--- config.mk ---
export PLATFORM = sky130hd
export DESIGN_NAME = msp_ram
export DESIGN_NICKNAME = d
export VERILOG_FILES = /design/src/rtl/minkowski_support_point_defines.svh /design/src/rtl/msp_ram.sv
export SDC_FILE = /design/constraint.sdc
export NUM_CORES = 1
export LEC_CHECK = 0
export ABC_AREA = 0
export BUFFER_PORTS_ARGS = -buffer_cell sky130_fd_sc_hd__buf_2
export CELL_PAD_IN_SITES_DETAIL_PLACEMENT = 0
export CELL_PAD_IN_SITES_GLOBAL_PLACEMENT = 1
export CORE_MARGIN = 8
export CORE_UTILIZATION = 46
export CTS_CLUSTER_DIAMETER = 50
export DETAILED_ROUTE_END_ITERATION = 10
export HOLD_SLACK_MARGIN = 0.02
export PLACE_DENSITY = 0.73
export RECOVER_POWER = 100
export SYNTH_ARGS = -nofsm -noshare
export SYNTH_HDL_FRONTEND = slang
export SYNTH_SLANG_ARGS = --single-unit
--- constraint.sdc ---
create_clock -name clk -period 2.12 [get_ports clk]
set_input_delay 0.424 -clock clk [delete_from_list [all_inputs] [get_ports clk]]
set_output_delay 0.424 -clock clk [all_outputs]
set_load 0.02 [all_outputs]
--- src/rtl/minkowski_support_point_defines.svh ---
// Assertion macros for the support point RTL.
`ifndef MINKOWSKI_SUPPORT_POINT_DEFINES_SVH
`define MINKOWSKI_SUPPORT_POINT_DEFINES_SVH
`ifndef ASSERT_OFF
// Same-cycle implication, sampled on clk, off while rst_n is low.
`define MSP_ASSERT_IMP(lbl, ante, cons, msg) \
    lbl: assert property (@(posedge clk) disable iff (!rst_n) (ante) |-> (cons)) \
        else $error(msg);
// Next-cycle implication, sampled on clk, off while rst_n is low.
`define MSP_ASSERT_NXT(lbl, ante, cons, msg) \
    lbl: assert property (@(posedge clk) disable iff (!rst_n) (ante) |=> (cons)) \
        else $error(msg);
`else
`define MSP_ASSERT_IMP(lbl, ante, cons, msg)
`define MSP_ASSERT_NXT(lbl, ante, cons, msg)
`endif
`endif

--- src/rtl/msp_ram.sv ---
// Generic simple dual-port RAM with registered read.
`timescale 1ns / 1ps
module msp_ram #(
    parameter int WIDTH = 8,
    parameter int DEPTH = 16
) (
    input  logic                     clk,
    input  logic                     we,
    input  logic [$clog2(DEPTH)-1:0] waddr,
    input  logic [WIDTH-1:0]         wdata,
    input  logic [$clog2(DEPTH)-1:0] raddr,
    output logic [WIDTH-1:0]         rdata
);

    logic [WIDTH-1:0] mem_reg [DEPTH];
    logic [WIDTH-1:0] rdata_reg;

    // Write port
    always_ff @(posedge clk)
    begin
        if (we)
        begin
            mem_reg[waddr] <= wdata;
        end
    end

    // Read port, registered
    always_ff @(posedge clk)
    begin
        rdata_reg <= mem_reg[raddr];
    end

    assign rdata = rdata_reg;

endmodule

==> impl_results.md <==
* First-pass GRT wire length at 15.0 mm
* Rel. slew slack at 46.7%
* Via count at 2440
* Die Ht at 122 um
* Post-cts gate resize count at 0
* Cell with the most instances after synthesis: edfxtp_1
* Synth Area per Inst at 22.5 sq um
* Top post-synthesis cells by count: edfxtp_1 (128), mux4_2 (18), a22oi_1 (16)
* Clk buf depth at 2
* Cell Rows at 38
* P per Cell Area at 1040 mW/mm^2
* H-Tree Depth at 4
* Setup crit start kind: input pin
* Clock slew at reported path FFs at 0.06 ns
* Ports at 26
* RSZ-0062 raised after global routing: false
* Root Driver: clkbuf_8
* EDFF count, synth at 128
* Synth-to-layout area growth at 18.4%
* DP HPWL at 6.30 mm
* Initial antenna violation count at 0
* Initial Util at 47.3%
* Final ANT Viol Nets at 0
* Leading area contributor after synthesis: edfxtp_1
* Final TNS setup at 0 ns
* # diodes at 0
* Synth area leaders: edfxtp_1 (75%), mux4_2 (7.9%), mux4_1 (7.1%)
* Critical path class: input pin to register
* Share of layout cells above drive strength 1 at 21.1%
* Max FFs per register at 128
* Worst setup startpoint: raddr[0]
* Status: complete, no violations
* Cell Area, Placed at 0.00556 sq mm
* Max-cap violations at 0
* Max Transition Viols Final at 0
* Core region area at 0.0109 sq mm
* IR drop worst, VDD at 463 uV
* Vias per cell at 5.57
* Cell variety after synth at 19
* HP Class: input pin to register
* Clock latency on the worst-skew pair at 0.51 ns
* Required time worst endpoint at 2.51 ns
* Main synth FF type: edfxtp_1
* Async S/R FF share, synth at 0%
* Final #Nets at 303
* FF-to-FF path depth at 3
* Hold Path Depth at 1
* Flops & latches, synth at 136
* Critical Path End Type: register
* Clock sink total at 136
* Gpl congestion at 0.724
* Worst r2r src: mem_reg[1][0]
* P_leak at 1.98 nW
* Min-delay src: wdata[1]
* Mapped cell area at 0.00515 sq mm
* CTS tree: done
* Hold_ws at 0.424 ns
* Die area at 0.0148 sq mm
* Synth Instances at 229
* F_max at 0.610 GHz
* Seq/Total Area, Yosys at 77.8%
* Initial DRC count at 228
* Crit path max fanout at 15
* Total power at 0.00632 W
* Post-route cell area at 0.00610 sq mm
* Pin count of the biggest net entering global routing at 33
* DRT Wirelength at 9.84 mm
* DRC at 0
* Crit path to: rdata[3]
* Grt ovf at 0
* Post-synth top area share at 74.7%
* Worst Skew at 0.0104 ns
* Final period util at 77.3%
* Wire per inst at 22.5 um
* Syn nets at 247
* Vias in the first global route at 2591
* Syn. warnings at 0
* Buffer count from post-CTS setup fixing at 0
* R2r setup slk at 0.71 ns
* Final setup violation count at 0
* # hold bufs at CTS at 0
* Crit path DAT at 2.03 ns
* I/O Buffers at 25
* Die W at 122 um
* DRT Pass-1 Iters at 4
* Num CTS Buffers at 17
* Worst Tran Pin Value at 0.800 ns
* Crit path time final at 1.64 ns
* FF-to-FF End: rdata[0]
* Fin. Hold Viols at 0
* All-Layer GR Usage at 14.2%
## layout make-up
cell class	count	area, sq um
clock buffer	18	418
clock inverter	14	196
fill	820	4790
multi-input combinational	83	1060
sequential	136	4000
tap	140	175
timing repair buffer	47	245
## worst min path at each step
stage | endpoint | slack [ns]
3_5_place_dp | rdata[7] | 0.65
6_report | mem_reg[12][1] | 0.42
5_1_grt | mem_reg[12][3] | 0.46
4_1_cts | mem_reg[12][1] | 0.27
2_1_floorplan | mem_reg[0][0] | 0.52
3_3_place_gp | rdata[7] | 0.65
## cells by family after synthesis
kind of cell	share of synthesized area (%)
DFF	77.8
AOI/OAI and AO/OA	2.33
and+or+nand+nor	3.18
muxes	15.0
buffers and inverters	1.68
## per-layer routing
layer  vias to the layer above  track usage (%)  share of wire [%]
li1                       1085                -                  -
met1                      1256             19.0                 43
met2                        89             21.6                 49
met3                        10             3.01                6.8
met4                         0             7.48                1.4
met5                         -                0                  0
## critical path, stage by stage
cell	delay [ns]
clkbuf_1	0.39
buf_12	0.24
mux4_1	0.58
a22oi_1	0.29
nand2_1	0.10
## metrics by stage
step	setup slack (ns)	utilization [%]	cells
floorplan	0.203	-	229
global placement	0.178	51.1	406
detailed placement	0.145	51.1	406
CTS	0.618	56.7	438
global route	0.385	56.0	438
finish	0.480	56.0	438
## power by group
part,internal (W),switching (W),leakage [nW]
sequential,0.00301,0.0000206,1.22
clock,0.00192,0.00109,0.280
combinational,0.000115,0.000174,0.480
## cell usage in the layout, fill, tap and decap left out, types with 2 or more instances in the layout
cell type,synthesis,layout
nor3_1,4,4
dfxtp_1,8,8
edfxtp_1,128,128
bufinv_16,0,4
nand2b_1,2,2
nand3b_1,2,2
clkbuf_1,0,35
buf_2,3,7
inv_6,0,3
buf_12,0,3
mux4_2,18,18
a22oi_1,16,16
nor2_1,13,13
mux4_1,14,14
clkinvlp_4,0,6
clkbuf_16,0,16
nand2_1,9,9
buf_4,1,3
Note: power is estimated with default switching activity, not from simulation.
