### config.mk
export PLATFORM = sky130hd
export DESIGN_NAME = msp_lane
export DESIGN_NICKNAME = d
export VERILOG_FILES = /design/src/rtl/minkowski_support_point_defines.svh /design/src/rtl/msp_pkg.sv /design/src/rtl/msp_lane.sv
export SDC_FILE = /design/constraint.sdc
export NUM_CORES = 2
export LEC_CHECK = 0
export ABC_CLOCK_PERIOD_IN_PS = 5800
export BUFFER_PORTS_ARGS = -buffer_cell sky130_fd_sc_hd__buf_2
export CORE_UTILIZATION = 54
export CTS_BUF_LIST = sky130_fd_sc_hd__clkbuf_16
export DETAILED_ROUTE_END_ITERATION = 7
export HOLD_SLACK_MARGIN = 0.15
export PLACE_DENSITY = 0.76
export SLEW_MARGIN = 15
export SYNTH_ARGS = -nofsm -noshare
export SYNTH_HDL_FRONTEND = slang
export SYNTH_SLANG_ARGS = --single-unit
### constraint.sdc
create_clock -name clk -period 5.8 [get_ports clk]
set_input_delay 0.29 -clock clk [delete_from_list [all_inputs] [get_ports clk]]
set_output_delay 0.29 -clock clk [all_outputs]
set_load 0.05 [all_outputs]
### src/rtl/minkowski_support_point_defines.svh
// Assertion macros for the support point RTL.
`ifndef MINKOWSKI_SUPPORT_POINT_DEFINES_SVH
`define MINKOWSKI_SUPPORT_POINT_DEFINES_SVH
`ifndef ASSERT_OFF
// Same-cycle implication, sampled on clk, off while rst_n is low.
`define MSP_ASSERT_IMP(lbl, ante, cons, msg) \
    lbl: assert property (@(posedge clk) disable iff (!rst_n) (ante) |-> (cons)) \
        else $error(msg);
// Next-cycle implication, sampled on clk, off while rst_n is low.
`define MSP_ASSERT_NXT(lbl, ante, cons, msg) \
    lbl: assert property (@(posedge clk) disable iff (!rst_n) (ante) |=> (cons)) \
        else $error(msg);
`else
`define MSP_ASSERT_IMP(lbl, ante, cons, msg)
`define MSP_ASSERT_NXT(lbl, ante, cons, msg)
`endif
`endif

### src/rtl/msp_pkg.sv
// Package: constants, codes and types of the support point block.
`timescale 1ns / 1ps
package msp_pkg;

    localparam int MAX_VERTICES = 256;
    localparam int COORD_BITS   = 16;
    localparam int ADDR_W       = $clog2(MAX_VERTICES);
    localparam int CNT_W        = $clog2(MAX_VERTICES + 1);
    localparam int VERT_W       = 3 * COORD_BITS;
    localparam int PROD_W       = 2 * COORD_BITS;
    localparam int DOT_W        = PROD_W + 2;
    localparam int OUT_W        = COORD_BITS + 1;

    // Item modes (any other code is a query)
    localparam logic [1:0] MODE_LOAD_A = 2'd0;
    localparam logic [1:0] MODE_LOAD_B = 2'd1;

    // Result status codes
    localparam logic [1:0] ST_STORED  = 2'd0;
    localparam logic [1:0] ST_DROPPED = 2'd1;
    localparam logic [1:0] ST_SUPPORT = 2'd2;

    // Control from the sequencer to one scan lane
    typedef struct packed {
        logic clear;     // start of a query: forget the best so far
        logic rd_valid;  // read data this cycle belongs to the scan
        logic find_min;  // pick the smallest dot product, not the largest
    } lane_ctrl_t;

endpackage

### src/rtl/msp_lane.sv
// Scan lane: pipelined exact dot product and running extreme over one store.
`timescale 1ns / 1ps
module msp_lane
    import msp_pkg::*;
(
    input  logic                         clk,
    input  logic                         rst_n,
    input  lane_ctrl_t                   ctrl,
    input  logic signed [COORD_BITS-1:0] dir_x,
    input  logic signed [COORD_BITS-1:0] dir_y,
    input  logic signed [COORD_BITS-1:0] dir_z,
    input  logic [VERT_W-1:0]            rd_data,
    output logic [VERT_W-1:0]            best,
    output logic                         busy
);

    logic signed [COORD_BITS-1:0] vx, vy, vz;
    logic signed [PROD_W-1:0]     px_reg, py_reg, pz_reg;
    logic [VERT_W-1:0]            v1_reg, v2_reg, best_reg;
    logic                         s1_valid_reg, s2_valid_reg, have_reg;
    logic signed [DOT_W-1:0]      dot_reg, best_dot_reg;
    logic                         better;

    assign vx = rd_data[VERT_W-1 -: COORD_BITS];
    assign vy = rd_data[2*COORD_BITS-1 -: COORD_BITS];
    assign vz = rd_data[COORD_BITS-1:0];

    // Stage valids and the have-a-candidate flag
    always_ff @(posedge clk or negedge rst_n)
    begin
        if (!rst_n)
        begin
            s1_valid_reg <= 1'b0;
            s2_valid_reg <= 1'b0;
            have_reg     <= 1'b0;
        end
        else if (ctrl.clear)
        begin
            s1_valid_reg <= 1'b0;
            s2_valid_reg <= 1'b0;
            have_reg     <= 1'b0;
        end
        else
        begin
            s1_valid_reg <= ctrl.rd_valid;
            s2_valid_reg <= s1_valid_reg;
            if (s2_valid_reg)
            begin
                have_reg <= 1'b1;
            end
        end
    end

    // Stage 1: three products
    always_ff @(posedge clk)
    begin
        px_reg <= vx * dir_x;
        py_reg <= vy * dir_y;
        pz_reg <= vz * dir_z;
        v1_reg <= rd_data;
    end

    // Stage 2: exact sum
    always_ff @(posedge clk)
    begin
        dot_reg <= DOT_W'(px_reg) + DOT_W'(py_reg) + DOT_W'(pz_reg);
        v2_reg  <= v1_reg;
    end

    // Stage 3: strict compare keeps the first extreme on ties
    assign better = ctrl.find_min ? (dot_reg < best_dot_reg) : (dot_reg > best_dot_reg);

    always_ff @(posedge clk)
    begin
        if (ctrl.clear)
        begin
            best_reg <= '0;
        end
        else if (s2_valid_reg && (!have_reg || better))
        begin
            best_reg     <= v2_reg;
            best_dot_reg <= dot_reg;
        end
    end

    assign best = best_reg;
    assign busy = s1_valid_reg | s2_valid_reg;

endmodule

==> results.py <==
metrics = {
    "die": {
        "die_w_um": 273.4,
        "die_height_um": 273.4,
        "core_um2": 72960,
        "initial_core_util_pct": 54.51,
        "rows": 99,
        "design.die.area_um2": 74740,
        "io_pins": 150,
    },
    "clock_network": {
        "path_clk_slew_ns": 0.06,
        "clock_path_buffers": 3,
        "cts_buffers": 38,
        "clock-root-buffer": "clkbuf_16",
        "cts_tree": "yes",
        "clock_sinks": 311,
        "htreeDepth": 2,
        "clk_latency_ns": 0.59,
    },
    "min_path": {
        "hold_path.class": "input pin to flip-flop",
        "holdPathStages": 2,
    },
    "synth": {
        "yosys.area_share.simple_pct": 13.11,
        "synth_cell_types": 66,
        "yosys.area.top_type_share_pct": 41.22,
        "synth_adder_area_share_pct": 51.04,
        "avgSynthCellArea_um2": 9.830,
        "yosys_warnings": 0,
        "synthArstFlopShare_pct": 0.9646,
        "ys_ff_latch": 311,
        "synth_fp_nets": 5278,
        "synth_area_leaders": "fa_1 41%, dfxtp_1 14%, ha_1 9.8%",
        "synth.cell_area_um2": 39770,
        "synth.largest_area_cell": "fa_1",
        "synth_compound_area_share_pct": 5.376,
        "synth_top_family_by_area": "adder cells",
        "synth_xor_area_share_pct": 2.885,
        "synthCells": 4046,
        "seq_area_frac_synth_pct": 16.55,
        "synth.area.mux_share_pct": 1.233,
        "synth_ff_type": "dfxtp_1",
        "synth_edf_count": 34,
    },
    "job": {
        "maxCapViolCount": 0,
    },
    "drt": {
        "ant_nets": 0,
        "totalWireLength_mm": 89.68,
        "avgViaCountPerCell": 5.149,
        "first_pass_iters": 5,
        "drc": 0,
        "vias": 28400,
        "first_iter_violations": 1599,
        "wl_per_cell_um": 16.26,
    },
    "sta": {
        "fin_hold_ws_ns": 0.1865,
        "fmax_mhz": 177.1,
        "relSlewSlack_pct": 35.40,
        "setup_viol": 0,
        "drv_slew": 0,
        "worst_slack_ns": 0.1522,
        "hold_viol": 0,
        "min_period_over_period_pct": 97.38,
        "skew_ns": 0.02719,
        "finalCriticalPeriod_ns": 5.648,
        "max_slew.worst_pin.slew_ns": 0.9690,
    },
    "global_route": {
        "grt_max_degree": 52,
        "grt.overflow.total": 0,
        "antenna_found_initial": 1,
        "grt_first_pass_wirelength_mm": 151.3,
        "first_global_vias": 30740,
        "grt_usage_pct": 25.27,
    },
    "setup_path": {
        "cp.arrival_ns": 6.14,
        "path_max_fanout": 10,
        "path_class": "input pin to flip-flop",
        "crit_slowest_cell": "fa_1",
        "slowest_delay_ns": 0.61,
        "cp.required_ns": 6.29,
        "critPathCaptureType": "flip-flop",
        "cpMostUsedCell": "fa_1",
        "critPathLaunchType": "input pin",
        "crit_cells": 20,
        "crit_chain": "buf_2 > dlygate4sd3_1 > buf_4 > nand2_1 > fa_1 > inv_4 > fa_1 > fa_1 > fa_1 > fa_1 > fa_1 > ha_1 > nor3_1 > o211ai_1 > and4_1 > a221oi_2 > a21oi_2 > o21a_1 > nor2_1 > xnor2_1",
        "cp_top_family": "adder cells",
        "r2r_cells": 12,
        "cp.buffers_inverters": 4,
    },
    "layout": {
        "final_nets": 5761,
        "final_cell_mix": "924 x inv_1, 812 x fa_1, 399 x nand2_1, 375 x and2_1, 348 x buf_4",
        "multi_input_area_um2": 29700,
        "finish.utilization_pct": 63.43,
        "syn2layout_area_growth_pct": 16.36,
        "antenna_cells": 0,
        "mostFrequentLayoutCell": "inv_1",
        "regArea_um2": 6581,
        "drive_gt1_share_pct": 14.35,
        "fill_cells": 5635,
    },
    "placement": {
        "routabilityCongestion": 0.9147,
        "place_ws_ns": -0.2858,
        "io_buffers": 149,
        "dpl.hpwl_mm": 74.62,
    },
    "outcome": {
        "status": "finished clean",
    },
}
[cells by family (layout without fill, tap and decap cells)]
logic type	Yosys count	count (layout)
AOI/OAI and AO/OA	329	329
DFF	311	311
muxes	49	49
adders and majority gates	1131	1131
and+or+nand+nor	1059	1059
xor gates and xnor gates	131	131
buffers and inverters	1036	1547
[timing repair]
action	CTS	global route
resized for setup	0	88
hold endpoints to repair	50	2
hold buffers	49	2
setup endpoints to repair	0	28
setup buffers	0	11
[metal layers]
layer / routed length, um / vias to the layer above / part of all wire [%] / global-route usage [%]
met5: 0 / - / 0 / 0
met4: 2703 / 0 / 3.0 / 7.586
met3: 4649 / 203 / 5.2 / 2.877
met2: 44620 / 788 / 50 / 43.80
met1: 37710 / 14300 / 42 / 33.28
li1: - / 13110 / - / -
[cells in the mapped netlist, types with 19 or more instances]
master,count
fa_1,819
a21oi_1,104
edfxtp_1,34
o21a_1,19
nand2_1,401
dfxtp_1,274
nand2b_1,26
o21ai_0,65
xnor2_1,101
inv_1,924
nor2_1,158
mux2i_1,49
ha_1,312
nor2b_1,19
and2_1,375
a21o_1,40
clkbuf_1,107
xor2_1,30
[path summary, 6_finish.rpt]
check,start,to,slack [ns]
setup / recovery,rd_data[15],pz_reg[31],0.15
hold / removal,dir_z[0],pz_reg[0],0.19
min in group asynchronous,rst_n,s1_valid_reg,0.58
hold reg to reg,v1_reg[20],v2_reg[20],0.32
setup reg to reg,best_dot_reg[23],best[9],1.85
max in group asynchronous,rst_n,s2_valid_reg,5.07
[metrics by stage]
stage	setup TNS [ns]	cells	cell area, um2
finish	0	5516	46280
global route	-0.1213	5516	46280
CTS	0	5506	45790
detailed placement	-3.135	5389	44010
global placement	-1.311	5389	44010
floorplan	0	4046	39810
[area by class of cell]
type | instances | area share [%]
clock buffer | 39 | 2.109
timing repair buffer | 555 | 8.725
sequential | 311 | 14.22
clock inverter | 29 | 0.6759
tap | 959 | 2.593
multi-input combinational | 2699 | 64.18
inverter | 924 | 7.500
Power is not shown: default switching activity piles up to over one toggle a cycle in this logic, so the estimate is an artifact.
